[config.mk]
export PLATFORM = sky130hd
export DESIGN_NAME = pbgs_ctrl
export DESIGN_NICKNAME = d
export VERILOG_FILES = /design/src/hw/rtl/pbgs_pkg.sv /design/src/hw/rtl/pbgs_ctrl.sv
export SDC_FILE = /design/constraint.sdc
export NUM_CORES = 1
export LEC_CHECK = 0
export ABC_AREA = 1
export CORE_AREA = 4 4 41 43
export CTS_CLUSTER_SIZE = 20
export DETAILED_ROUTE_END_ITERATION = 12
export DIE_AREA = 0 0 45 47
export DONT_BUFFER_PORTS = 1
export MAX_ROUTING_LAYER = met4
export SLEW_MARGIN = 15
export SYNTH_ARGS = -nofsm -noshare
export SYNTH_HDL_FRONTEND = slang
export SYNTH_SLANG_ARGS = --single-unit
[constraint.sdc]
create_clock -name clk_i -period 1.2 [get_ports clk_i]
set_clock_uncertainty 0.1 [all_clocks]
set_input_delay 0.24 -clock clk_i [delete_from_list [all_inputs] [get_ports clk_i]]
set_output_delay 0.24 -clock clk_i [all_outputs]
set_load 0.01 [all_outputs]
[src/hw/rtl/pbgs_pkg.sv]
// pbgs_pkg: shared types and constants of the poisson blend solver
// depends on nothing; used by every file of the block but pbgs_ram
`timescale 1ns / 1ps

package pbgs_pkg;

  // item modes
  typedef enum logic [1:0] {
    MODE_LOAD_DST = 2'd0,
    MODE_LOAD_SRC = 2'd1,
    MODE_RUN      = 2'd2,
    MODE_READ     = 2'd3
  } mode_e;

  // configuration register indexes
  typedef enum logic [2:0] {
    CFG_DST_WIDTH  = 3'd0,
    CFG_DST_HEIGHT = 3'd1,
    CFG_SRC_WIDTH  = 3'd2,
    CFG_SRC_HEIGHT = 3'd3,
    CFG_OFFSET_ROW = 3'd4,
    CFG_OFFSET_COL = 3'd5,
    CFG_MAX_ITER   = 3'd6,
    CFG_TOLERANCE  = 3'd7
  } cfg_index_e;

  localparam int CFG_DATA_W  = 14;
  localparam int ITER_W      = 14;
  localparam int SIZE_W      = 7;
  localparam int TOL_W       = 8;
  localparam int PIX_W       = 8;
  localparam int INT_BITS    = 13;   // integer bits of the working format
  localparam int GRAD_W      = 11;   // sum of four 8-bit differences

  localparam logic [SIZE_W-1:0] RST_SIZE     = 7'd64;
  localparam logic [ITER_W-1:0] RST_MAX_ITER = 14'd10000;

  typedef struct packed {
    mode_e       mode;
    logic [5:0]  row;
    logic [5:0]  col;
    logic [7:0]  pixel_value;
    logic        mask_on;
  } in_word_t;

  typedef struct packed {
    logic [7:0]        pixel_out;
    logic [ITER_W-1:0] iterations_used;
    logic              converged;
  } out_word_t;

  typedef enum logic [3:0] {
    ST_IDLE,
    ST_RD_WAIT,
    ST_RUN_INIT,
    ST_SWEEP_INIT,
    ST_PX_ADDR,
    ST_PX_CHK,
    ST_NB_RD,
    ST_NB_ACC,
    ST_DV_ABS,
    ST_DV_MUL,
    ST_DV_WB,
    ST_PX_NEXT,
    ST_SWEEP_END,
    ST_RUN_DONE
  } state_e;

  // commands from controller to datapath
  typedef struct packed {
    logic ld_dst;
    logic ld_src;
    logic rd_issue;
    logic out_read;
    logic run_init;
    logic sweep_init;
    logic px_issue;
    logic px_latch;
    logic nb_issue;
    logic nb_acc;
    logic dv_abs;
    logic dv_mul;
    logic dv_wb;
    logic px_next;
    logic sweep_end;
    logic out_run;
  } cmd_t;

  // status from datapath to controller
  typedef struct packed {
    logic out_free;
    logic iter_zero;
    logic iter_last;
    logic px_skip;
    logic px_last;
    logic nb_last;
    logic cnt_zero;
    logic sweep_ok;
  } sts_t;

  // neighbour order: up, left, right, down
  function automatic logic signed [1:0] nbr_dr(input logic [1:0] n);
    logic signed [1:0] r;
    r = 2'sd0;
    case (n)
      2'd0:    r = -2'sd1;
      2'd3:    r = 2'sd1;
      default: r = 2'sd0;
    endcase
    return r;
  endfunction

  function automatic logic signed [1:0] nbr_dc(input logic [1:0] n);
    logic signed [1:0] r;
    r = 2'sd0;
    case (n)
      2'd1:    r = -2'sd1;
      2'd2:    r = 2'sd1;
      default: r = 2'sd0;
    endcase
    return r;
  endfunction

endpackage

[src/hw/rtl/pbgs_ctrl.sv]
// pbgs_ctrl: controller state machine of the poisson blend solver
// depends on pbgs_pkg; drives pbgs_datapath through command and status words
`timescale 1ns / 1ps

module pbgs_ctrl (
  input  logic               clk_i,
  input  logic               rst_ni,
  input  logic               in_valid_i,
  input  pbgs_pkg::mode_e    in_mode_i,
  output logic               in_stall_o,
  input  pbgs_pkg::sts_t     sts_i,
  output pbgs_pkg::cmd_t     cmd_o
);

  pbgs_pkg::state_e state_q, state_d;
  logic             is_load, accept;

  assign is_load = (in_mode_i == pbgs_pkg::MODE_LOAD_DST) ||
                   (in_mode_i == pbgs_pkg::MODE_LOAD_SRC);
  assign in_stall_o = !((state_q == pbgs_pkg::ST_IDLE) && (sts_i.out_free || is_load));
  assign accept = in_valid_i && !in_stall_o;

  always_ff @(posedge clk_i or negedge rst_ni) begin
    if (!rst_ni) begin
      state_q <= pbgs_pkg::ST_IDLE;
    end else begin
      state_q <= state_d;
    end
  end

  always_comb begin
    state_d = state_q;
    cmd_o   = '0;
    unique case (state_q)
      pbgs_pkg::ST_IDLE: begin
        if (accept) begin
          unique case (in_mode_i)
            pbgs_pkg::MODE_LOAD_DST: cmd_o.ld_dst = 1'b1;
            pbgs_pkg::MODE_LOAD_SRC: cmd_o.ld_src = 1'b1;
            pbgs_pkg::MODE_READ: begin
              cmd_o.rd_issue = 1'b1;
              state_d        = pbgs_pkg::ST_RD_WAIT;
            end
            default: state_d = pbgs_pkg::ST_RUN_INIT;
          endcase
        end
      end
      pbgs_pkg::ST_RD_WAIT: begin
        cmd_o.out_read = 1'b1;
        state_d        = pbgs_pkg::ST_IDLE;
      end
      pbgs_pkg::ST_RUN_INIT: begin
        cmd_o.run_init = 1'b1;
        state_d = sts_i.iter_zero ? pbgs_pkg::ST_RUN_DONE : pbgs_pkg::ST_SWEEP_INIT;
      end
      pbgs_pkg::ST_SWEEP_INIT: begin
        cmd_o.sweep_init = 1'b1;
        state_d          = pbgs_pkg::ST_PX_ADDR;
      end
      pbgs_pkg::ST_PX_ADDR: begin
        cmd_o.px_issue = 1'b1;
        state_d        = pbgs_pkg::ST_PX_CHK;
      end
      pbgs_pkg::ST_PX_CHK: begin
        cmd_o.px_latch = 1'b1;
        state_d = sts_i.px_skip ? pbgs_pkg::ST_PX_NEXT : pbgs_pkg::ST_NB_RD;
      end
      pbgs_pkg::ST_NB_RD: begin
        cmd_o.nb_issue = 1'b1;
        state_d        = pbgs_pkg::ST_NB_ACC;
      end
      pbgs_pkg::ST_NB_ACC: begin
        cmd_o.nb_acc = 1'b1;
        state_d = sts_i.nb_last ? pbgs_pkg::ST_DV_ABS : pbgs_pkg::ST_NB_RD;
      end
      pbgs_pkg::ST_DV_ABS: begin
        if (sts_i.cnt_zero) begin
          state_d = pbgs_pkg::ST_PX_NEXT;
        end else begin
          cmd_o.dv_abs = 1'b1;
          state_d      = pbgs_pkg::ST_DV_MUL;
        end
      end
      pbgs_pkg::ST_DV_MUL: begin
        cmd_o.dv_mul = 1'b1;
        state_d      = pbgs_pkg::ST_DV_WB;
      end
      pbgs_pkg::ST_DV_WB: begin
        cmd_o.dv_wb = 1'b1;
        state_d     = pbgs_pkg::ST_PX_NEXT;
      end
      pbgs_pkg::ST_PX_NEXT: begin
        cmd_o.px_next = 1'b1;
        state_d = sts_i.px_last ? pbgs_pkg::ST_SWEEP_END : pbgs_pkg::ST_PX_ADDR;
      end
      pbgs_pkg::ST_SWEEP_END: begin
        cmd_o.sweep_end = 1'b1;
        state_d = (sts_i.sweep_ok || sts_i.iter_last) ? pbgs_pkg::ST_RUN_DONE
                                                      : pbgs_pkg::ST_SWEEP_INIT;
      end
      pbgs_pkg::ST_RUN_DONE: begin
        cmd_o.out_run = 1'b1;
        state_d       = pbgs_pkg::ST_IDLE;
      end
      default: state_d = pbgs_pkg::ST_IDLE;
    endcase
  end

  // words are only taken between runs
  a_accept_idle : assert property (@(posedge clk_i) disable iff (!rst_ni)
    accept |-> (state_q == pbgs_pkg::ST_IDLE))
    else $error("word accepted while busy");

  // a read always produces its result on the next cycle
  a_read_result : assert property (@(posedge clk_i) disable iff (!rst_ni)
    cmd_o.rd_issue |=> cmd_o.out_read)
    else $error("read result lost");

  // a sweep with no large change ends the run in a result
  a_sweep_end : assert property (@(posedge clk_i) disable iff (!rst_ni)
    cmd_o.sweep_end && sts_i.sweep_ok |=> cmd_o.out_run)
    else $error("converged run did not finish");

endmodule

==> results of run 1 <==
[area by class of cell]
class | instances | area share
Clock buffer | 4 | 0.0279
Tap cell | 15 | 0.0199
Inverter | 17 | 0.0809
Timing Repair Buffer | 24 | 0.225
Multi-Input combinational cell | 69 | 0.536
Sequential cell | 4 | 0.110
[timing repair]
| item | in CTS | in global routing |
|---|---|---|
| pin swaps | 12 | 13 |
| hold endpoints to repair | 4 | 0 |
| hold buffers | 1 | 0 |
| endpoints found under the setup margin | 21 | 21 |
| setup buffers | 3 | 5 |
| gates resized for setup | 28 | 24 |
| cloned | 0 | 0 |
[layout by cell type, fill, tap and decap left out, types with 2 or more instances in the layout]
cell and count:
sky130_fd_sc_hd__nand2_1 19, sky130_fd_sc_hd__inv_1 12, sky130_fd_sc_hd__nand2_8 2, sky130_fd_sc_hd__nand2_2 8
sky130_fd_sc_hd__dfrtp_2 3, sky130_fd_sc_hd__nor2_4 12, sky130_fd_sc_hd__nand3_2 2, sky130_fd_sc_hd__nand4_1 2
sky130_fd_sc_hd__nor2_1 7, sky130_fd_sc_hd__nor3_4 2, sky130_fd_sc_hd__clkbuf_4 3, sky130_fd_sc_hd__nand3_1 3
sky130_fd_sc_hd__inv_2 4, sky130_fd_sc_hd__nor2_2 4, sky130_fd_sc_hd__buf_6 8, sky130_fd_sc_hd__buf_4 15
[critical path: cells and delay by family (launching register included)]
family,cells,cell delay (ps)
buffers and inverters,2,290
flip-flops,1,430
AND/OR/NAND/NOR,2,280
[through the flow]
step                instances  hold slack (ps)  cell area, um^2  TNS [ps]
detailed placement        120             -156              659     -1860
global route              133             99.2              943     -7130
CTS                       128             83.4              811     -6230
floorplan                  90             -156              528      -525
finish                    133             80.0              943     -5960
global placement          120             -155              659     -1740
[cell families after synthesis]
family          Yosys count
simple gates             65
buf+inv                  17
compound gates            4
flops                     4
[power groups by stage]
stage | logic [mW] | registers [mW] | clock network (mW)
6_report | 1.99 | 0.310 | 0.186
5_1_grt | 2.15 | 0.320 | 0.200
4_1_cts | 1.63 | 0.280 | 0.187
3_5_place_dp | 1.27 | 0.275 | 0
3_3_place_gp | 1.25 | 0.274 | 0
2_1_floorplan | 0.801 | 0.292 | 0
[Yosys cell counts]
cell                         n  area (um^2)
sky130_fd_sc_hd__inv_1      16         60.1
sky130_fd_sc_hd__o21ai_0     1         5.00
sky130_fd_sc_hd__nor2_4      1         11.3
sky130_fd_sc_hd__o22ai_1     1         6.26
sky130_fd_sc_hd__nor2_2      1         6.26
sky130_fd_sc_hd__dfrtp_1     4          100
sky130_fd_sc_hd__nor2_1     21         78.8
sky130_fd_sc_hd__a31oi_1     1         6.26
sky130_fd_sc_hd__nand3_1     6         30.0
sky130_fd_sc_hd__or2_2       1         6.26
sky130_fd_sc_hd__inv_2       1         3.75
sky130_fd_sc_hd__o2bb2ai_1   1         8.76
sky130_fd_sc_hd__nand4_1     2         12.5
sky130_fd_sc_hd__nor3_1      3         15.0
sky130_fd_sc_hd__nand2_1    30          113
[worst min-delay path by stage]
| stage | from | endpoint |
|---|---|---|
| floorplan | rst_ni | state_q[0]$_DFFE_PN0P_ |
| global placement | rst_ni | state_q[1]$_DFFE_PN0P_ |
| detailed placement | rst_ni | state_q[0]$_DFFE_PN0P_ |
| CTS | sts_i[4] | state_q[2]$_DFFE_PN0P_ |
| global route | sts_i[4] | state_q[2]$_DFFE_PN0P_ |
| finish | sts_i[4] | state_q[2]$_DFFE_PN0P_ |
[layer usage]
layer,vias up,GRT usage,part of all wire
li1,334,-,-
met1,286,0.171,0.42
met2,33,0.297,0.48
met3,7,0.0345,0.072
met4,0,0.0760,0.028
met5,-,-,0
==> metrics, run 1 <==
TritonCTS clock tree=yes; clock transition at the register clock pins on the worst setup and hold paths after CTS=roughly 40 ps; final cycle utilization of the critical path=1.31; Horiz. Die Dim=45 um; portion of the post-synthesis area used by sequential elements=0.216; power density relative to cell area=2640 mW/mm^2; Yosys warnings=0; launch point of the worst path=state_q[1]$_DFFE_PN0P_; part of the power in the clock network=0.075; Maximum Capacitance Violations=0; die footprint=roughly 0.0021 mm^2; total nets after synthesis=103; wirelength, routed=1700 um; # rows=13; HP Class=primary input to flop; Via Count=660; Boundary Pins=30; main combinational cell family by area after synthesis=simple AND/OR/NAND/NOR gates; status=complete, but fails checks; fraction of final layout cells with drive strength greater than 1=0.585; CTS root buf=sky130_fd_sc_hd__clkbuf_4; hold violation total from the final report=0; CP max-delay cell=sky130_fd_sc_hd__dfrtp_2; max reg flops=4; category of the worst setup path capture point=primary output; post-synthesis instance area=463 um^2; HPWL after detailed placement=1270 um; switching share of total power=0.519; number of cells traversed by the worst hold path=3; Top reg by flops=state_q; number of setup violations in the final report=21; internal power consumption=around 1.2 mW; I/O Buffers=0; Fill cells=114; Initial Util=0.356; unrepaired setup endpoints after global routing=yes; ordered cell list for the critical path=inv_1 -> nand2_2 -> nor2_2 -> buf_4; largest registers=state_q: 4 flops; required time worst endpoint=860 ps; area taken by flip-flops and latches=104 um^2; adder and majority gate portion of the synthesized area=0; Slew headroom=0.848; largest net degree at the start of global routing=6; post-route worst setup slack=-374 ps; kind of start point of the critical path=flop; area of the multi-input gates=505 um^2; part of the total power dissipated in sequential elements=0.125; maximum clock frequency=about 640 MHz; number of clock buffers inserted by TritonCTS=3; basic-gate share of the synthesized area counting and, or, nand and nor cells=0.589; class of the most critical setup path=flop to primary output; Worst-Margin Slew=~230 ps; share of power burned in combinational logic=0.801; worst setup slack before clock tree synthesis=-153 ps; number of buffers on the longest clock path=2; Final Power=between 2 and 2.5 mW; final net count=132; largest driver fanout on the critical path=4; post-synthesis cell type count=15; peak per-stage delay on the critical path=430 ps; Cells after Synth=90; Mean Syn Cell Area=5.14 um^2; largest vdd supply drop=1220 uV; FF-to-FF End=state_q[0]$_DFFE_PN0P_; Pleak=0.450 nW; drt first-iter violations=4; overall global routing resource usage=0.165; Pre-Repair DR Iteration Count=4; Worst R2R Setup Slack=-250 ps; global-route congestion overflow total=0; share of the synthesized netlist area taken by xor and xnor gates=0; area added between synthesis and finish=104%; number of antenna violations at the first check in global routing=0; violated checks=setup timing; deepest level of the CTS H-tree=1; Die Height=47 um; total net switching power=1.29 mW; startpoint of the worst-slack reg-to-reg timing path=state_q[2]$_DFFE_PN0P_; global placement routability congestion=around 0.78; share of cell area taken by muxes after synthesis=0; compound-cell area share of the yosys netlist=0.0568; via density per instance=4.96; min Tclk post-route=between 1500 and 2000 ps; first-pass GRT wire length=2450 um; via count of the first global-routing pass=630; number of diodes=0; clock sinks=4; Setup crit end=cmd_o[1]; total core area=0.00130 mm^2; WP data arrival=1230 ps; number of flip-flops and latches in the synthesized netlist=4; depth of the worst register-to-register path=10; Final Util=0.725; Post-route DRC=0; Post-DRT Antenna Nets=0; final count of pins violating max slew=0; insertion delay of the later-clocked pin in the worst-skew pair=240 ps; average wire length per cell after detail routing=12.8 um
No activity file was read; power rests on OpenSTA's default activity.
==> inputs of run 2 (changes only) <==
--- a/config.mk
+++ b/config.mk
@@ -11,6 +11,7 @@
 export DETAILED_ROUTE_END_ITERATION = 12
 export DIE_AREA = 0 0 45 47
 export DONT_BUFFER_PORTS = 1
+export GPL_TIMING_DRIVEN = 0
 export MAX_ROUTING_LAYER = met4
 export SLEW_MARGIN = 15
 export SYNTH_ARGS = -nofsm -noshare
==> metrics, run 2 (synthesis results as in run 1) <==
Horiz. Die Dim=45 um; via count of the first global-routing pass=approximately 620; Slew headroom=0.859; CP max-delay cell=sky130_fd_sc_hd__dfrtp_2; overall global routing resource usage=0.163; largest vdd supply drop=1070 uV; power density relative to cell area=~2800 mW/mm^2; Global Route met3 Usage=0.0345; met1 Usage GRT=0.182; largest net degree at the start of global routing=6; ordered cell list for the critical path=nor2_4 -> nand2_4 -> inv_4 -> nand3_4 -> nor3_4; HPWL after detailed placement=1070 um; post-route worst setup slack=-394 ps; clock sinks=4; Fin Hold WS=about 68 ps; kind of start point of the critical path=flop; summed area of non-filler cells in the final layout=about 870 um^2; min Tclk post-route=1590 ps; Maximum Capacitance Violations=0; WP data arrival=1250 ps; Worst R2R Setup Slack=-240 ps; depth of the worst register-to-register path=7; fraction of final layout cells with drive strength greater than 1=0.542; I/O Buffers=0; global-route track usage on met2=0.280; # rows=13; required time worst endpoint=~860 ps; Post-DRT Antenna Nets=0; Post-Place Cells=roughly 110; Via Count=653; final cycle utilization of the critical path=1.33; Post-Place Cell Area=approximately 550 um^2; category of the worst setup path capture point=primary output; FF-to-FF End=state_q[3]$_DFFE_PN0P_; peak per-stage delay on the critical path=430 ps; number of cells traversed by the worst hold path=2; number of diodes=0; final count of pins violating max slew=0; Boundary Pins=30; number of clock buffers inserted by TritonCTS=3; Pre-Repair DR Iteration Count=4; total core area=approximately 0.0013 mm^2; largest registers=state_q: 4 flops; hold violation total from the final report=0; Post-route DRC=0; wirelength, routed=approximately 1800 um; average wire length per cell after detail routing=14.5 um; drt first-iter violations=3; largest driver fanout on the critical path=4; number of setup violations in the final report=21; Final Util=0.665; Worst-Margin Slew=211 ps; global-route congestion overflow total=0; global placement routability congestion=0.789; Die Height=between 40 and 50 um; Initial Util=0.356; via density per instance=5.35; insertion delay of the later-clocked pin in the worst-skew pair=240 ps; max reg flops=4; number of antenna violations at the first check in global routing=0; Pleak=0.401 nW; worst setup slack before clock tree synthesis=-299 ps; Final Power=2.39 mW; GRT busiest layer=met2; violated checks=setup timing; post-route insts no fill=122; maximum clock frequency=627 MHz; clock transition at the register clock pins on the worst setup and hold paths after CTS=about 40 ps; CTS root buf=sky130_fd_sc_hd__clkbuf_4; number of buffers and inverters on the critical path=1; source of the worst hold timing path=sts_i[4]; most frequent standard cell in the layout excluding fill and tap cells=sky130_fd_sc_hd__nand2_1; HP Class=primary input to flop; hold endpoint=state_q[3]$_DFFE_PN0P_; first-pass GRT wire length=2450 um; final net count=121; TritonCTS clock tree=yes; number of buffers on the longest clock path=2; class of the most critical setup path=flop to primary output; leading cell types in the layout, fill and taps excluded=18 x sky130_fd_sc_hd__nand2_1, 12 x sky130_fd_sc_hd__inv_1, 12 x sky130_fd_sc_hd__nor2_4; area added between synthesis and finish=87.0%; die footprint=0.00212 mm^2; startpoint of the worst-slack reg-to-reg timing path=state_q[1]$_DFFE_PN0P_; unrepaired setup endpoints after global routing=yes; status=complete, but fails checks; Top reg by flops=state_q; dominant delay contributor by cell family on the critical path=simple AND/OR/NAND/NOR gates; deepest level of the CTS H-tree=1; Total Neg Setup Slack=-6110 ps
-- run 2: cell type report --
class	instances	area (um^2)
multi-input combinational	69	515
fill	113	435
timing repair buffer	13	116
sequential	4	105
inverter	17	83.8
clock buffer	4	26.3
tap	15	18.8
-- run 2: report_power, final --
part           internal, mW  leakage, nW  switching [mW]  total [mW]
sequential            0.216       0.0452           0.100       0.316
combinational         0.732        0.341            1.16        1.89
clock                 0.125       0.0150          0.0614       0.187
total                  1.07        0.401            1.32        2.39
-- run 2: what timing repair did --
| item | 4_1_cts | 5_1_grt |
|---|---|---|
| endpoints found under the hold margin | 4 | 0 |
| setup endpoints to repair | 21 | 21 |
| setup buffers | 7 | 5 |
| hold buffers | 1 | 0 |
| pin swaps | 10 | 5 |
| gates resized for setup | 32 | 18 |
-- run 2: worst max path at each step --
stage	start	endpoint	cells after the start
CTS	state_q[1]$_DFFE_PN0P_	cmd_o[13]	5
global route	state_q[1]$_DFFE_PN0P_	cmd_o[13]	5
detailed placement	state_q[0]$_DFFE_PN0P_	cmd_o[13]	5
finish	state_q[1]$_DFFE_PN0P_	cmd_o[13]	5
global placement	state_q[0]$_DFFE_PN0P_	cmd_o[13]	5
floorplan	state_q[0]$_DFFE_PN0P_	cmd_o[13]	5
-- run 2: worst reg2reg max path: cells and delay by family, from the launching register on --
family	cells	cell delay, ps
DFF	1	430
buffers and inverters	3	340
and+or+nand+nor	3	320
AOI/OAI and AO/OA	1	180
-- run 2: layer usage --
layer,share of wire,wire [um]
met3,0.065,115
met1,0.40,701
met4,0.016,29
met2,0.52,924
met5,0,0
